**src/mrh_pkg.sv**
```systemverilog
package mrh_pkg;

  // Geometry of the image and the column store
  localparam int MaxCols = 1024;
  localparam int MaxRows = 1024;
  localparam int ColW    = $clog2(MaxCols);
  localparam int CntW    = $clog2(MaxCols + 1);
  localparam int HgtW    = $clog2(MaxRows + 1);
  localparam int ProdW   = 2 * HgtW;
  localparam int AreaW   = 21;

  localparam logic [CntW-1:0]  MaxColsCnt = CntW'(MaxCols);
  localparam logic [HgtW-1:0]  MaxRowsHgt = HgtW'(MaxRows);
  localparam logic [ProdW-1:0] AreaMax    = ProdW'((64'd1 << AreaW) - 64'd1);

  // Reset value of the row width register
  localparam logic [CntW-1:0] RowWidthRst = CntW'(1024);

  // One bar of the monotonic stack
  typedef struct packed {
    logic [ColW-1:0] col;
    logic [HgtW-1:0] hgt;
  } bar_t;

  // Sequencer states
  typedef enum logic [2:0] {
    ST_IDLE,
    ST_UPD,
    ST_CHK,
    ST_POP,
    ST_PUSH,
    ST_FIN
  } mrh_state_e;

endpackage

```
**src/mrh_area_tracker.sv**
```systemverilog
module mrh_area_tracker (
  input  logic                       clk_i,
  input  logic                       rst_ni,
  input  logic                       offer_valid_i,
  input  logic [mrh_pkg::HgtW-1:0]   bar_hgt_i,
  input  logic [mrh_pkg::HgtW-1:0]   bar_wid_i,
  input  logic                       clear_i,
  output logic [mrh_pkg::AreaW-1:0]  best_o
);
  import mrh_pkg::*;

  logic [ProdW-1:0] prod_q, prod_d;
  logic             prod_vld_q;
  logic [AreaW-1:0] best_q, best_d;
  logic [AreaW-1:0] sat_area;

  // Multiply the offered bar
  assign prod_d = ProdW'(bar_hgt_i) * ProdW'(bar_wid_i);

  // Saturate and keep the running maximum
  always_comb begin
    sat_area = (prod_q > AreaMax) ? AreaMax[AreaW-1:0] : prod_q[AreaW-1:0];
    best_d   = best_q;
    if (prod_vld_q && (sat_area > best_q)) begin
      best_d = sat_area;
    end
    if (clear_i) begin
      best_d = '0;
    end
  end

  always_ff @(posedge clk_i or negedge rst_ni) begin
    if (!rst_ni) begin
      prod_vld_q <= 1'b0;
      best_q     <= '0;
    end else begin
      prod_vld_q <= offer_valid_i;
      best_q     <= best_d;
    end
  end

  always_ff @(posedge clk_i) begin
    if (offer_valid_i) begin
      prod_q <= prod_d;
    end
  end

  assign best_o = best_q;

endmodule

```
**config.mk**
```make
export PLATFORM = sky130hd
export DESIGN_NAME = mrh_area_tracker
export DESIGN_NICKNAME = d
export VERILOG_FILES = /design/src/mrh_pkg.sv /design/src/mrh_area_tracker.sv
export SDC_FILE = /design/constraint.sdc
export NUM_CORES = 1
export LEC_CHECK = 0
export BUFFER_PORTS_ARGS = -buffer_cell sky130_fd_sc_hd__buf_4
export CORE_AREA = 8 8 123 125
export CTS_CLUSTER_SIZE = 12
export DETAILED_ROUTE_END_ITERATION = 6
export DIE_AREA = 0 0 131 133
export GPL_ROUTABILITY_DRIVEN = 0
export HOLD_SLACK_MARGIN = 0.05
export PLACE_DENSITY_LB_ADDON = 0.08
export REMOVE_ABC_BUFFERS = 1
export SYNTH_ARGS = -nofsm -noshare
export SYNTH_HDL_FRONTEND = slang
export SYNTH_SLANG_ARGS = --single-unit
```
**constraint.sdc**
```tcl
create_clock -name clk_i -period 2.6 [get_ports clk_i]
set_clock_uncertainty 0.15 [all_clocks]
set_input_delay 0.65 -clock clk_i [delete_from_list [all_inputs] [get_ports clk_i]]
set_output_delay 0.65 -clock clk_i [all_outputs]
set_load 0.03 [all_outputs]
```
==> impl_metrics.py <==
metrics = {
    "floorplan": {
        "core_area_um2": 13100,
        "die-height_um": 133,
        "dieArea_um2": 17400,
        "fp.dieW_um": 131,
        "initial_core_util": 0.496,
        "io_pins": 47,
        "num_rows": 42,
    },
    "yosys": {
        "synth.most_common_cell": "inv_1",
        "synth_top_cells_by_count": "inv_1 (158), ha_1 (81), fa_1 (80)",
        "postSynthAreaPerCell_um2": 9.32,
        "synthCells": 696,
        "synth.area.top_cells": "fa_1 (25%), ha_1 (16%), edfxtp_1 (10%), inv_1 (9.1%), dfrtp_1 (8.5%)",
        "synthDistinctLibCells": 52,
        "syn_area_um2": 6490,
        "synthFlopType": "edfxtp_1",
        "ys_ff_latch": 44,
        "ys_warn_count": 0,
        "yosys.area.top_type_share": 0.247,
        "seq_area_frac_synth": 0.187,
        "synth_edf_count": 22,
        "synth_area_leader_cell": "fa_1",
        "async_reset_ff_frac": 0.500,
    },
    "setup_path": {
        "slowest_delay_ps": 560,
        "crit_path_max_fanout": 10,
        "cpMaxStageDelayCell": "fa_1",
        "crit-reg2reg-launch": "prod_q[21]",
        "arrival_ps": 4790,
        "endpoint_kind": "flip-flop",
        "cp-start-kind": "input pin",
        "r2r_cells": 11,
        "crit_cells": 16,
        "crit_type": "input pin to flip-flop",
        "path_cells": "buf_12 -> and2_4 -> fa_1 -> fa_1 -> fa_1 -> fa_1 -> inv_1 -> fa_1 -> inv_2 -> ha_4 -> nand2_2 -> o211ai_1 -> a2111oi_4 -> nor2_1 -> a31oi_1 -> xnor2_1",
        "cp_num_buf_inv": 3,
        "crit_top_cell": "fa_1",
        "cp_top_family": "adder cells",
        "worstSetupStartpoint": "bar_wid_i[8]",
        "worst_ep_required_time_ps": 2480,
    },
    "power_and_ir_drop": {
        "leakage_nw": 4.43,
        "p_seq_frac": 0.129,
        "peakVddDrop_mv": 0.718,
        "power.total_mw": 11.1,
        "powerDensity_nw_per_um2": 1200,
        "intPower_mw": 6.16,
        "clkPwrFrac": 0.054,
        "p_sw_frac": 0.443,
        "power.net_switching_mw": 4.89,
        "p_comb_frac": 0.817,
    },
    "route": {
        "avgRoutedWirePerCell_um": 14.9,
        "drtAntennaViolNets": 0,
        "drt_pass1_iterations": 4,
        "drt_iter0_markers": 174,
        "detail_route.vias_per_cell": 4.98,
        "vias": 5182,
        "wl_mm": 15.5,
        "drcViolationCount": 0,
    },
    "timing": {
        "hold_violations": 0,
        "finalCriticalPeriod_ps": 4910,
        "setup_tns_ps": -36350,
        "rsz0062_at_grt": "yes",
        "fmax_mhz": 204,
        "setup_viol": 40,
        "post-route-period-util": 1.89,
        "holdWs_ps": 104,
        "max-slew-margin-rel": 0.741,
        "finalMaxSlewViolations": 0,
        "worst_slack_ps": -2310,
        "worst_pin_slew_ps": 387,
    },
    "clock_tree": {
        "cts_tree": "built",
        "cts.path.max_buffers": 2,
        "root_buffer": "clkbuf_16",
        "cts_buffers": 5,
        "clock_sinks": 44,
        "hold_buffers": 0,
        "worstSkewPairLatency_ps": 280,
        "clk_pin_slew_ps": 60,
        "htree_num_levels": 2,
    },
    "cells_and_area": {
        "num_antenna_cells": 0,
        "area_growth_pct": 42.0,
        "finalNonFillerCells": 1040,
        "drive_gt1_frac": 0.425,
        "fin_nets": 1050,
        "fin_area_um2": 9210,
        "fillers": 954,
        "regArea_um2": 1210,
        "utilization": 0.704,
        "multiInputGateArea_um2": 5300,
    },
    "place": {
        "place_ws_ps": -2940,
        "port_buffers": 46,
        "place_area_um2": 7850,
        "dpl.hpwl_mm": 12.0,
        "dpl.cell_count": 1006,
    },
    "grt": {
        "grt_first_pass_wirelength_mm": 25.7,
        "antenna_found_initial": 0,
        "grt_max_degree": 24,
        "track_usage": 0.181,
        "grt_overflow": 0,
        "grt_pass1_vias": 5546,
    },
    "run_status": {
        "violations": "setup timing",
        "status": "finished with violations",
    },
    "min_path": {
        "worstHoldPathType": "input pin to asynchronous set/reset pin",
    },
    "flow_run": {
        "maxCapViolations": 0,
    },
}
-- power by group through the flow --
stage	sequential [mW]	clock [mW]	combinational, mW
floorplan	1.62	0	3.99
global placement	1.39	0	6.76
detailed placement	1.40	0	6.92
CTS	1.40	0.614	8.48
global route	1.46	0.639	9.94
finish	1.43	0.598	9.03
-- metal layers --
metal  GRT usage  routed length, um  part of all wire
met5           0                  0                 0
met4      0.0415                160             0.010
met3      0.0181                520             0.034
met2       0.335               8340              0.54
met1       0.215               6460              0.42
-- cell type report --
cell class,instances,share of cell area
inverter,159,0.0648
tap,176,0.0239
sequential,44,0.131
clock inverter,1,0.000543
timing repair buffer,189,0.190
multi-input combinational,464,0.575
clock buffer,7,0.0144
-- registers in the layout (all words and copies together), names as in the netlist --
signal	flops
prod_q	22
best_o	21
prod_vld_q	1
-- timing repair --
action                                  in CTS  in global routing
endpoints found under the hold margin        0                  0
gates resized for setup                    167                 77
endpoints found under the setup margin      40                 40
pin swaps                                   92                 52
cloned                                       0                  0
setup buffers                               16                 18
-- logic make-up after synthesis --
group                      share of synthesized area
adders and majority gates                      0.403
xor gates and xnor gates                      0.0202
muxes                                        0.00154
and+or+nand+nor                                0.150
DFF                                            0.187
buffers and inverters                          0.114
AOI/OAI and AO/OA                              0.125
-- cells in the final DEF, fill, tap and decap left out, types with 20 or more instances in the layout --
cell and instances:
edfxtp_1 22, buf_6 25, nand2_1 56, ha_1 54
inv_1 136, o2bb2ai_2 20, ha_4 26, buf_4 142
dfrtp_1 22, and2_1 45, fa_1 68, inv_2 23
-- path summary, 6_finish.rpt --
check / slack (ps) / end
setup / recovery: -2310 / prod_q[20]
hold / removal: 100 / best_o[18]
setup reg to reg: -100 / best_o[4]
hold reg to reg: 380 / best_o[15]
max in group asynchronous: 1960 / best_o[6]
min in group clk_i: 380 / best_o[15]
Power figures use the tool's default switching activity.
